--- config.mk ---
export PLATFORM = sky130hd
export DESIGN_NAME = vco_coarse_tune_search_flat
export DESIGN_NICKNAME = d
export VERILOG_FILES = /design/src/design/vcts_pkg.sv /design/src/design/vcts_if.sv /design/src/design/vco_coarse_tune_search.sv /design/src/flat_wrapper.sv
export SDC_FILE = /design/constraint.sdc
export NUM_CORES = 1
export LEC_CHECK = 0
export BUFFER_PORTS_ARGS = -buffer_cell sky130_fd_sc_hd__buf_2
export CORE_MARGIN = 8
export CORE_UTILIZATION = 30
export CTS_BUF_LIST = sky130_fd_sc_hd__clkbuf_8
export DETAILED_ROUTE_END_ITERATION = 12
export GPL_ROUTABILITY_DRIVEN = 0
export PLACE_DENSITY_LB_ADDON = 0.1
export SYNTH_ARGS = -nofsm -noshare
export SYNTH_HDL_FRONTEND = slang
export SYNTH_SLANG_ARGS = --single-unit
--- constraint.sdc ---
create_clock -name i_clk -period 10 [get_ports i_clk]
set_input_delay 2.5 -clock i_clk [delete_from_list [all_inputs] [get_ports i_clk]]
set_output_delay 2.5 -clock i_clk [all_outputs]
set_load 0.02 [all_outputs]
--- src/design/vcts_pkg.sv ---
// Package: shared types and constants for the VCO coarse-tune search.
`default_nettype none
package vcts_pkg;

    localparam int CODE_W = 8;

    typedef enum logic {
        OP_START   = 1'b0,
        OP_MEASURE = 1'b1
    } t_opcode;

    localparam logic [CODE_W-1:0] CODE_PROBE_LO = 8'd63;
    localparam logic [CODE_W-1:0] CODE_PROBE_HI = 8'd64;
    localparam logic [CODE_W-1:0] BASE_LOW      = 8'd16;
    localparam logic [CODE_W-1:0] BASE_MID      = 8'd48;
    localparam logic [CODE_W-1:0] BASE_HIGH     = 8'd80;
    localparam logic [6:0]        CENTRE_LOW    = 7'd32;
    localparam logic [6:0]        CENTRE_MID    = 7'd64;
    localparam logic [6:0]        CENTRE_HIGH   = 7'd96;
    localparam logic [CODE_W-1:0] SEG_SPAN      = 8'd32;
    localparam logic [3:0]        STEP_INIT     = 4'd8;
    localparam logic [CODE_W-1:0] BEST_CT_RESET = 8'd77;

    typedef struct packed {
        logic [CODE_W-1:0] next_code;
        logic              finished;
        logic [CODE_W-1:0] best_code;
        logic              ignored;
    } t_result;

    typedef struct packed {
        logic [CODE_W-1:0] base;
        logic [6:0]        centre;
    } t_segment;

endpackage
`default_nettype wire

--- src/design/vcts_if.sv ---
// Interfaces: input and result channels of the coarse-tune search.
`default_nettype none
interface vcts_in_if #(parameter int SAMPLE_BITS = 12);
    logic                   valid;
    logic                   ready;
    logic                   opcode;
    logic [SAMPLE_BITS-1:0] sample;
    logic                   locked;
    logic [SAMPLE_BITS-1:0] offset;

    modport source (output valid, opcode, sample, locked, offset, input ready);
    modport sink   (input valid, opcode, sample, locked, offset, output ready);
endinterface

interface vcts_out_if import vcts_pkg::*; ();
    logic              valid;
    logic              ready;
    logic [CODE_W-1:0] next_code;
    logic              finished;
    logic [CODE_W-1:0] best_code;
    logic              ignored;

    modport source (output valid, next_code, finished, best_code, ignored, input ready);
    modport sink   (input valid, next_code, finished, best_code, ignored, output ready);
endinterface
`default_nettype wire

--- src/design/vco_coarse_tune_search.sv ---
// Top level: VCO coarse-tune search sequencer with registered result and skid stage.
`default_nettype none
// Channel  Dir  Handshake          Payload
// i_in     in   valid/ready        opcode, sample, locked, offset
// o_out    out  valid/ready        next_code, finished, best_code, ignored
//
// One result beat per input beat, registered after acceptance; one beat a cycle while o_out does not stall.
// Search state updates in the accept cycle; the result lands in the output register.
// A skid register holds one more result while o_out stalls; i_in.ready drops only
// when both are full.
// Synchronous active-low reset: idle, best code 77, both result slots empty.
module vco_coarse_tune_search import vcts_pkg::*; #(
    parameter int SAMPLE_BITS = 12,
    parameter int SA_STEPS    = 6
) (
    input  wire           i_clk,
    input  wire           i_rst_n,
    vcts_in_if.sink       i_in,
    vcts_out_if.source    o_out
);

    localparam int PH_W = $clog2(SA_STEPS + 2);
    localparam logic [PH_W-1:0] PH_PROBE_LO = PH_W'(0);
    localparam logic [PH_W-1:0] PH_PROBE_HI = PH_W'(1);
    localparam logic [PH_W-1:0] PH_SA_FIRST = PH_W'(2);
    localparam logic [PH_W-1:0] PH_SA_LAST  = PH_W'(SA_STEPS + 1);
    localparam logic [SAMPLE_BITS-1:0] ERR_INIT = {1'b0, {(SAMPLE_BITS-1){1'b1}}};

    // search state
    logic                   r_busy, n_busy;
    logic [PH_W-1:0]        r_phase, n_phase;
    logic [SAMPLE_BITS-1:0] r_ref_offset, n_ref_offset;
    logic [SAMPLE_BITS-1:0] r_volt_63, n_volt_63;
    logic [SAMPLE_BITS-1:0] r_volt_64, n_volt_64;
    logic                   r_segment, n_segment;
    logic [CODE_W-1:0]      r_cur_code, n_cur_code;
    logic [3:0]             r_step, n_step;
    logic [6:0]             r_centre, n_centre;
    logic [SAMPLE_BITS-1:0] r_min_err, n_min_err;
    logic [CODE_W-1:0]      r_seg_best, n_seg_best;
    logic [CODE_W-1:0]      r_seg_dist, n_seg_dist;
    logic [CODE_W-1:0]      r_best_dist, n_best_dist;
    logic [CODE_W-1:0]      r_best_ct, n_best_ct;

    // result slots
    t_result r_out, r_skid, res;
    logic    r_out_vld, r_skid_vld;

    logic                   acc, take;
    logic [SAMPLE_BITS-1:0] err;
    logic [CODE_W-1:0]      centre_ext;
    t_segment               seg;

    // Segment pick: both probes below offset -> high band, both above -> low band.
    function automatic t_segment pick_segment(
        input logic [SAMPLE_BITS-1:0] v63,
        input logic [SAMPLE_BITS-1:0] v64,
        input logic [SAMPLE_BITS-1:0] off,
        input logic                   second
    );
        t_segment s;
        s.base   = BASE_MID;
        s.centre = CENTRE_MID;
        if (v63 < off && v64 < off) begin
            s.base   = BASE_HIGH;
            s.centre = CENTRE_HIGH;
        end
        if (v63 > off && v64 > off) begin
            s.base   = BASE_LOW;
            s.centre = CENTRE_LOW;
        end
        if (second) begin
            s.base = s.base + SEG_SPAN;
        end
        return s;
    endfunction

    assign i_in.ready = !r_skid_vld;
    assign acc        = i_in.valid && !r_skid_vld;
    assign take       = r_out_vld && o_out.ready;

    always_comb begin
        n_busy       = r_busy;
        n_phase      = r_phase;
        n_ref_offset = r_ref_offset;
        n_volt_63    = r_volt_63;
        n_volt_64    = r_volt_64;
        n_segment    = r_segment;
        n_cur_code   = r_cur_code;
        n_step       = r_step;
        n_centre     = r_centre;
        n_min_err    = r_min_err;
        n_seg_best   = r_seg_best;
        n_seg_dist   = r_seg_dist;
        n_best_dist  = r_best_dist;
        n_best_ct    = r_best_ct;
        res          = '0;
        seg          = '0;
        err          = (i_in.sample >= r_ref_offset) ? i_in.sample - r_ref_offset
                                                     : r_ref_offset - i_in.sample;
        centre_ext   = {1'b0, r_centre};

        if (i_in.opcode == OP_START) begin
            // start, or restart mid-search; best code survives
            n_busy        = 1'b1;
            n_phase       = PH_PROBE_LO;
            n_ref_offset  = i_in.offset;
            n_segment     = 1'b0;
            n_step        = STEP_INIT;
            n_min_err     = ERR_INIT;
            n_seg_best    = '0;
            n_seg_dist    = '0;
            n_best_dist   = '0;
            res.next_code = CODE_PROBE_LO;
        end else if (!r_busy) begin
            res.ignored = 1'b1;
        end else if (r_phase == PH_PROBE_LO) begin
            n_volt_63     = i_in.sample;
            n_phase       = PH_PROBE_HI;
            res.next_code = CODE_PROBE_HI;
        end else if (r_phase == PH_PROBE_HI) begin
            n_volt_64     = i_in.sample;
            n_segment     = 1'b0;
            seg           = pick_segment(r_volt_63, i_in.sample, r_ref_offset, 1'b0);
            n_cur_code    = seg.base;
            n_centre      = seg.centre;
            n_step        = STEP_INIT;
            n_min_err     = ERR_INIT;
            n_phase       = PH_SA_FIRST;
            res.next_code = seg.base;
        end else begin
            // one SA step; error tracking only on locked samples
            if (i_in.locked && err < r_min_err) begin
                n_min_err  = err;
                n_seg_best = r_cur_code;
                n_seg_dist = (r_cur_code > centre_ext) ? r_cur_code - centre_ext
                                                       : centre_ext - r_cur_code;
            end
            if (i_in.sample < r_ref_offset) begin
                n_cur_code = r_cur_code + {4'd0, r_step};
            end else begin
                n_cur_code = r_cur_code - {4'd0, r_step};
            end
            if (r_step > 4'd1) begin
                n_step = r_step >> 1;
            end

            if (r_phase >= PH_SA_LAST) begin
                n_min_err = ERR_INIT;
                if (n_seg_dist > r_best_dist) begin
                    n_best_dist = n_seg_dist;
                    n_best_ct   = n_seg_best;
                end
                if (!r_segment) begin
                    n_segment     = 1'b1;
                    seg           = pick_segment(r_volt_63, r_volt_64, r_ref_offset, 1'b1);
                    n_cur_code    = seg.base;
                    n_centre      = seg.centre;
                    n_step        = STEP_INIT;
                    n_phase       = PH_SA_FIRST;
                    res.next_code = seg.base;
                end else begin
                    n_busy        = 1'b0;
                    n_phase       = PH_PROBE_LO;
                    res.finished  = 1'b1;
                    res.next_code = n_best_ct;
                end
            end else begin
                n_phase       = r_phase + PH_W'(1);
                res.next_code = n_cur_code;
            end
        end
        res.best_code = n_best_ct;
    end

    always_ff @(posedge i_clk) begin
        if (!i_rst_n) begin
            r_busy       <= 1'b0;
            r_phase      <= PH_PROBE_LO;
            r_ref_offset <= '0;
            r_volt_63    <= '0;
            r_volt_64    <= '0;
            r_segment    <= 1'b0;
            r_cur_code   <= '0;
            r_step       <= STEP_INIT;
            r_centre     <= '0;
            r_min_err    <= ERR_INIT;
            r_seg_best   <= '0;
            r_seg_dist   <= '0;
            r_best_dist  <= '0;
            r_best_ct    <= BEST_CT_RESET;
        end else if (acc) begin
            r_busy       <= n_busy;
            r_phase      <= n_phase;
            r_ref_offset <= n_ref_offset;
            r_volt_63    <= n_volt_63;
            r_volt_64    <= n_volt_64;
            r_segment    <= n_segment;
            r_cur_code   <= n_cur_code;
            r_step       <= n_step;
            r_centre     <= n_centre;
            r_min_err    <= n_min_err;
            r_seg_best   <= n_seg_best;
            r_seg_dist   <= n_seg_dist;
            r_best_dist  <= n_best_dist;
            r_best_ct    <= n_best_ct;
        end
    end

    // Output register plus skid: skid only fills while the output holds a stalled beat.
    always_ff @(posedge i_clk) begin
        if (!i_rst_n) begin
            r_out_vld  <= 1'b0;
            r_skid_vld <= 1'b0;
        end else if (take || !r_out_vld) begin
            if (r_skid_vld) begin
                r_out_vld  <= 1'b1;
                r_skid_vld <= 1'b0;
            end else begin
                r_out_vld  <= acc;
            end
        end else if (acc) begin
            r_skid_vld <= 1'b1;
        end
    end

    always_ff @(posedge i_clk) begin
        if (take || !r_out_vld) begin
            r_out <= r_skid_vld ? r_skid : res;
        end
        if (acc && r_out_vld && !take) begin
            r_skid <= res;
        end
    end

    assign o_out.valid     = r_out_vld;
    assign o_out.next_code = r_out.next_code;
    assign o_out.finished  = r_out.finished;
    assign o_out.best_code = r_out.best_code;
    assign o_out.ignored   = r_out.ignored;

endmodule
`default_nettype wire

--- src/flat_wrapper.sv ---
// flat-port wrapper written by rule: the top's interface ports become plain ports
module vco_coarse_tune_search_flat import vcts_pkg::*;
#(
    parameter int SAMPLE_BITS = 12,
    parameter int SA_STEPS    = 6
)
  (i_clk, i_rst_n, i_in_valid, i_in_opcode, i_in_sample, i_in_locked, i_in_offset, i_in_ready, o_out_valid, o_out_next_code, o_out_finished, o_out_best_code, o_out_ignored, o_out_ready);
  vcts_in_if #(.SAMPLE_BITS(SAMPLE_BITS)) i_in_i ();
  vcts_out_if o_out_i ();
  input  wire i_clk;
  input  wire i_rst_n;
  input wire logic [$bits(i_in_i.valid)-1:0] i_in_valid;
  input wire logic [$bits(i_in_i.opcode)-1:0] i_in_opcode;
  input wire logic [$bits(i_in_i.sample)-1:0] i_in_sample;
  input wire logic [$bits(i_in_i.locked)-1:0] i_in_locked;
  input wire logic [$bits(i_in_i.offset)-1:0] i_in_offset;
  output wire logic [$bits(i_in_i.ready)-1:0] i_in_ready;
  output wire logic [$bits(o_out_i.valid)-1:0] o_out_valid;
  output wire logic [$bits(o_out_i.next_code)-1:0] o_out_next_code;
  output wire logic [$bits(o_out_i.finished)-1:0] o_out_finished;
  output wire logic [$bits(o_out_i.best_code)-1:0] o_out_best_code;
  output wire logic [$bits(o_out_i.ignored)-1:0] o_out_ignored;
  input wire logic [$bits(o_out_i.ready)-1:0] o_out_ready;
  assign i_in_i.valid = i_in_valid;
  assign i_in_i.opcode = i_in_opcode;
  assign i_in_i.sample = i_in_sample;
  assign i_in_i.locked = i_in_locked;
  assign i_in_i.offset = i_in_offset;
  assign i_in_ready = i_in_i.ready;
  assign o_out_valid = o_out_i.valid;
  assign o_out_next_code = o_out_i.next_code;
  assign o_out_finished = o_out_i.finished;
  assign o_out_best_code = o_out_i.best_code;
  assign o_out_ignored = o_out_i.ignored;
  assign o_out_i.ready = o_out_ready;
  vco_coarse_tune_search #(.SAMPLE_BITS(SAMPLE_BITS), .SA_STEPS(SA_STEPS)) u_core (.i_clk(i_clk), .i_rst_n(i_rst_n), .i_in(i_in_i), .o_out(o_out_i));
endmodule
==> out/metrics.yaml <==
run_status:
  status: "completed"
clock_network:
  clkLatencyLatePin_ns: 0.46
  htreeDepth: 4
  cts_buffers: 17
  cts.clk_slew.worst_paths_ns: 0.10
  cts_buffer_depth: 2
  cts_setup_buffers: 0
  cts_tree: "built"
  holdBufCountCts: 0
  clkSinkCount: 137
  root_buffer: "clkbuf_8"
  cts-resized-gates: 0
synthesis:
  synth.area.top_cells: "dfxtp_1 24%, edfxtp_1 13%, ha_1 13%, nand2_1 7.4%, a21oi_1 5.6%"
  synth-compound-area-share_pct: 20.27
  ys.flop_type: "dfxtp_1"
  synth_nets: 1135
  synth-async-reset-ratio_pct: 0
  synthMuxAreaShare_pct: 4.642
  syn_area_per_cell_um2: 8.391
  ys_seq_elements: 137
  yosys_warnings: 0
  yosysUniqueCellTypes: 74
  ys_seq_area_share_pct: 36.43
  synth_adder_area_share_pct: 13.57
  synth_edf_count: 36
  synthCells: 1015
  synth_top_cell_by_area: "dfxtp_1"
  syn-cell-area_um2: 8517
  synth_xor_area_share_pct: 1.954
  synthSimpleGateAreaFrac_pct: 17.35
  yosys-top-cells-count: "167 x nand2_1, 101 x dfxtp_1, 95 x a21oi_1"
  synth_top_area_share_pct: 23.74
  synth_most_common_cell: "nand2_1"
  synth_top_family_by_area: "compound AO/OA/AOI/OAI gates"
setup_path:
  cp-endpoint: "u_core.r_best_ct[5]$_SDFFE_PN0P_"
  crit_arrival_ns: 9.20
  worst_path_max_delay_cell: "a21o_1"
  crit_family: "compound AO/OA/AOI/OAI gates"
  worstReg2RegStart: "u_core.r_ref_offset[0]$_SDFFE_PN0P_"
  r2r_cells: 26
  worstPathMaxFanout: 18
  worst-path-stages: 28
  cp-startpoint: "i_in_sample[0]"
  critPathKind: "input pin to flop"
  start_kind: "input pin"
  cp-end-kind: "flop"
  path_buf_inv: 4
  required_ns: 10.40
  r2r-end: "u_core.r_best_ct[5]$_SDFFE_PN0P_"
  ff2ff_setup_slack_ns: 2.95
  cpPeakStageDelay_ns: 0.61
global_routing:
  grt_remaining_overflow: 0
  grt.met1_usage_pct: 22.37
  grt_pass1_vias: 7073
  grt.met2_usage_pct: 22.75
  track_usage_pct: 15.18
  grt_max_degree: 81
  antenna_found_initial: 0
  grt_util_met3_pct: 2.185
  grt_most_used_layer: "met2"
  grt_first_pass_wirelength_um: 40430
sta:
  worst_clock_skew_ns: 0.01933
  rsz0062_at_grt: "no"
  setup_viol: 0
  worstMarginPinSlew_ns: 1.083
  max_slew_margin_pct: 27.38
  fmax_ghz: 0.1136
  setup_ws_ns: 1.198
  finalCritPeriodShare_pct: 88.02
  fin_crit_ns: 8.802
  timing.final.max_slew_violations: 0
  tns_ns: 0
  hold_violations: 0
routing:
  drt_iter0_markers: 566
  postRouteWirelength_um: 25090
  drc: 0
  wl_per_cell_um: 17.44
  vias_per_cell: 4.996
  dr.pass1.iters: 5
  ant_nets: 0
  vias: 7189
power:
  p_switching_uw: 502.6
  p_int_uw: 947.4
  combPwrFrac_pct: 23.8
  pwr-share-seq_pct: 40.5
  ir_drop_mv: 0.06956
  pwr-share-clk_pct: 35.7
  swShare_pct: 34.66
  p_per_area_nw_per_um2: 152.0
  leakage_uw: 0.003884
die:
  io_pins: 50
  floorplan.initialDensity_pct: 30.57
  rows: 61
  die_y_um: 184.5
  core_um2: 27860
  fp.dieW_um: 184.5
  die_area_um2: 34040
layout:
  layout.cells.non_filler: 1439
  finalNetCount: 1168
  drive_gt1_share_pct: 11.97
  diodes: 0
  syn2layout_area_growth_pct: 12.00
placement:
  portBuffers: 49
  dp_hpwl_um: 18770
  placedCellCount: 1407
  dp_slack_ns: 0.7173
hold_path:
  min_path_type: "flop to flop"
job:
  drv_cap: 0
## worst min-delay path by stage
stage | startpoint | to | slack (ns) | cells after the start
after CTS | u_core.r_best_dist[7]$_SDFFE_PN0P_ | u_core.r_best_dist[7]$_SDFFE_PN0P_ | 0.46 | 2
final | u_core.r_best_dist[7]$_SDFFE_PN0P_ | u_core.r_best_dist[7]$_SDFFE_PN0P_ | 0.45 | 2
after detailed placement | u_core.r_best_dist[7]$_SDFFE_PN0P_ | u_core.r_best_dist[7]$_SDFFE_PN0P_ | 0.45 | 2
after floorplan | u_core.r_best_dist[1]$_SDFFE_PN0P_ | u_core.r_best_dist[1]$_SDFFE_PN0P_ | 0.43 | 2
after global routing | u_core.r_best_dist[6]$_SDFFE_PN0P_ | u_core.r_best_dist[6]$_SDFFE_PN0P_ | 0.48 | 2
after global placement | u_core.r_best_dist[4]$_SDFFE_PN0P_ | u_core.r_best_dist[4]$_SDFFE_PN0P_ | 0.44 | 2
## power by group through the flow
stage,combinational (uW),clock (uW),sequential [uW]
global route,384,562,590
detailed placement,344,0,601
finish,345,517,588
global placement,345,0,601
floorplan,239,0,605
CTS,346,539,588
## layout by cell type (no fill, tap or decap), types with 13 or more instances in the layout
| cell type | synthesis | routed |
|---|---|---|
| nor2_1 | 77 | 77 |
| nand3_1 | 25 | 25 |
| dfxtp_1 | 101 | 101 |
| buf_2 | 4 | 49 |
| clkbuf_8 | 1 | 17 |
| nand2_1 | 167 | 167 |
| inv_1 | 78 | 78 |
| o211ai_1 | 13 | 13 |
| o21ai_0 | 45 | 45 |
| edfxtp_1 | 36 | 36 |
| a22oi_1 | 15 | 15 |
| xnor2_1 | 14 | 14 |
| ha_1 | 86 | 86 |
| nor3_1 | 15 | 14 |
| a21oi_1 | 95 | 95 |
| mux2i_1 | 17 | 17 |
| mux2_2 | 19 | 19 |
| a21o_1 | 18 | 18 |
## final cells by class
| cell class | instances | area, um2 |
|---|---|---|
| Timing Repair Buffer | 57 | 305.3 |
| Fill cell | 2932 | 18320 |
| Tap cell | 378 | 473.0 |
| Clock buffer | 17 | 234.0 |
| Multi-Input combinational cell | 756 | 4927 |
| Clock inverter | 15 | 200.2 |
| Inverter | 79 | 296.5 |
| Sequential cell | 137 | 3103 |
## cell families (layout without fill, tap and decap cells)
family                     count (synthesis)  after routing
AOI/OAI and AO/OA                        272            272
xor gates and xnor gates                  19             19
adders and majority gates                 90             90
buffers and inverters                    122            168
DFF                                      137            137
muxes                                     37             37
and+or+nand+nor                          338            338
## metal layers
metal	routed length, um	up-vias
li1	-	3624
met1	13310	3388
met2	10560	159
met3	943	18
met4	281	0
met5	0	-
## worst min-delay path, cell delays in order (launching register included)
cell and delay (ns):
dfxtp_1 0.32, nand2_1 0.05, a21oi_1 0.05
## per-stage QoR
| step | total power [uW] | util [%] | instance area [um2] | hold WS (ns) |
|---|---|---|---|---|
| final | 1450 | 34.24 | 9539 | 0.4540 |
| after CTS | 1472 | 34.24 | 9539 | 0.4582 |
| after global routing | 1536 | 34.24 | 9539 | 0.4766 |
| after global placement | 945.5 | 32.68 | 9105 | 0.4398 |
| after floorplan | 844.6 | - | 8517 | 0.4319 |
| after detailed placement | 944.8 | 32.68 | 9105 | 0.4461 |
## state kept, by name, summed over array words and instances, names as in the netlist, 12 cells and up
| name | count |
|---|---|
| u_core.r_min_err | 12 |
| u_core.r_skid | 18 |
| u_core.r_volt_63 | 12 |
| u_core.r_ref_offset | 12 |
| u_core.r_volt_64 | 12 |
No activity file was read; power rests on OpenSTA's default activity.
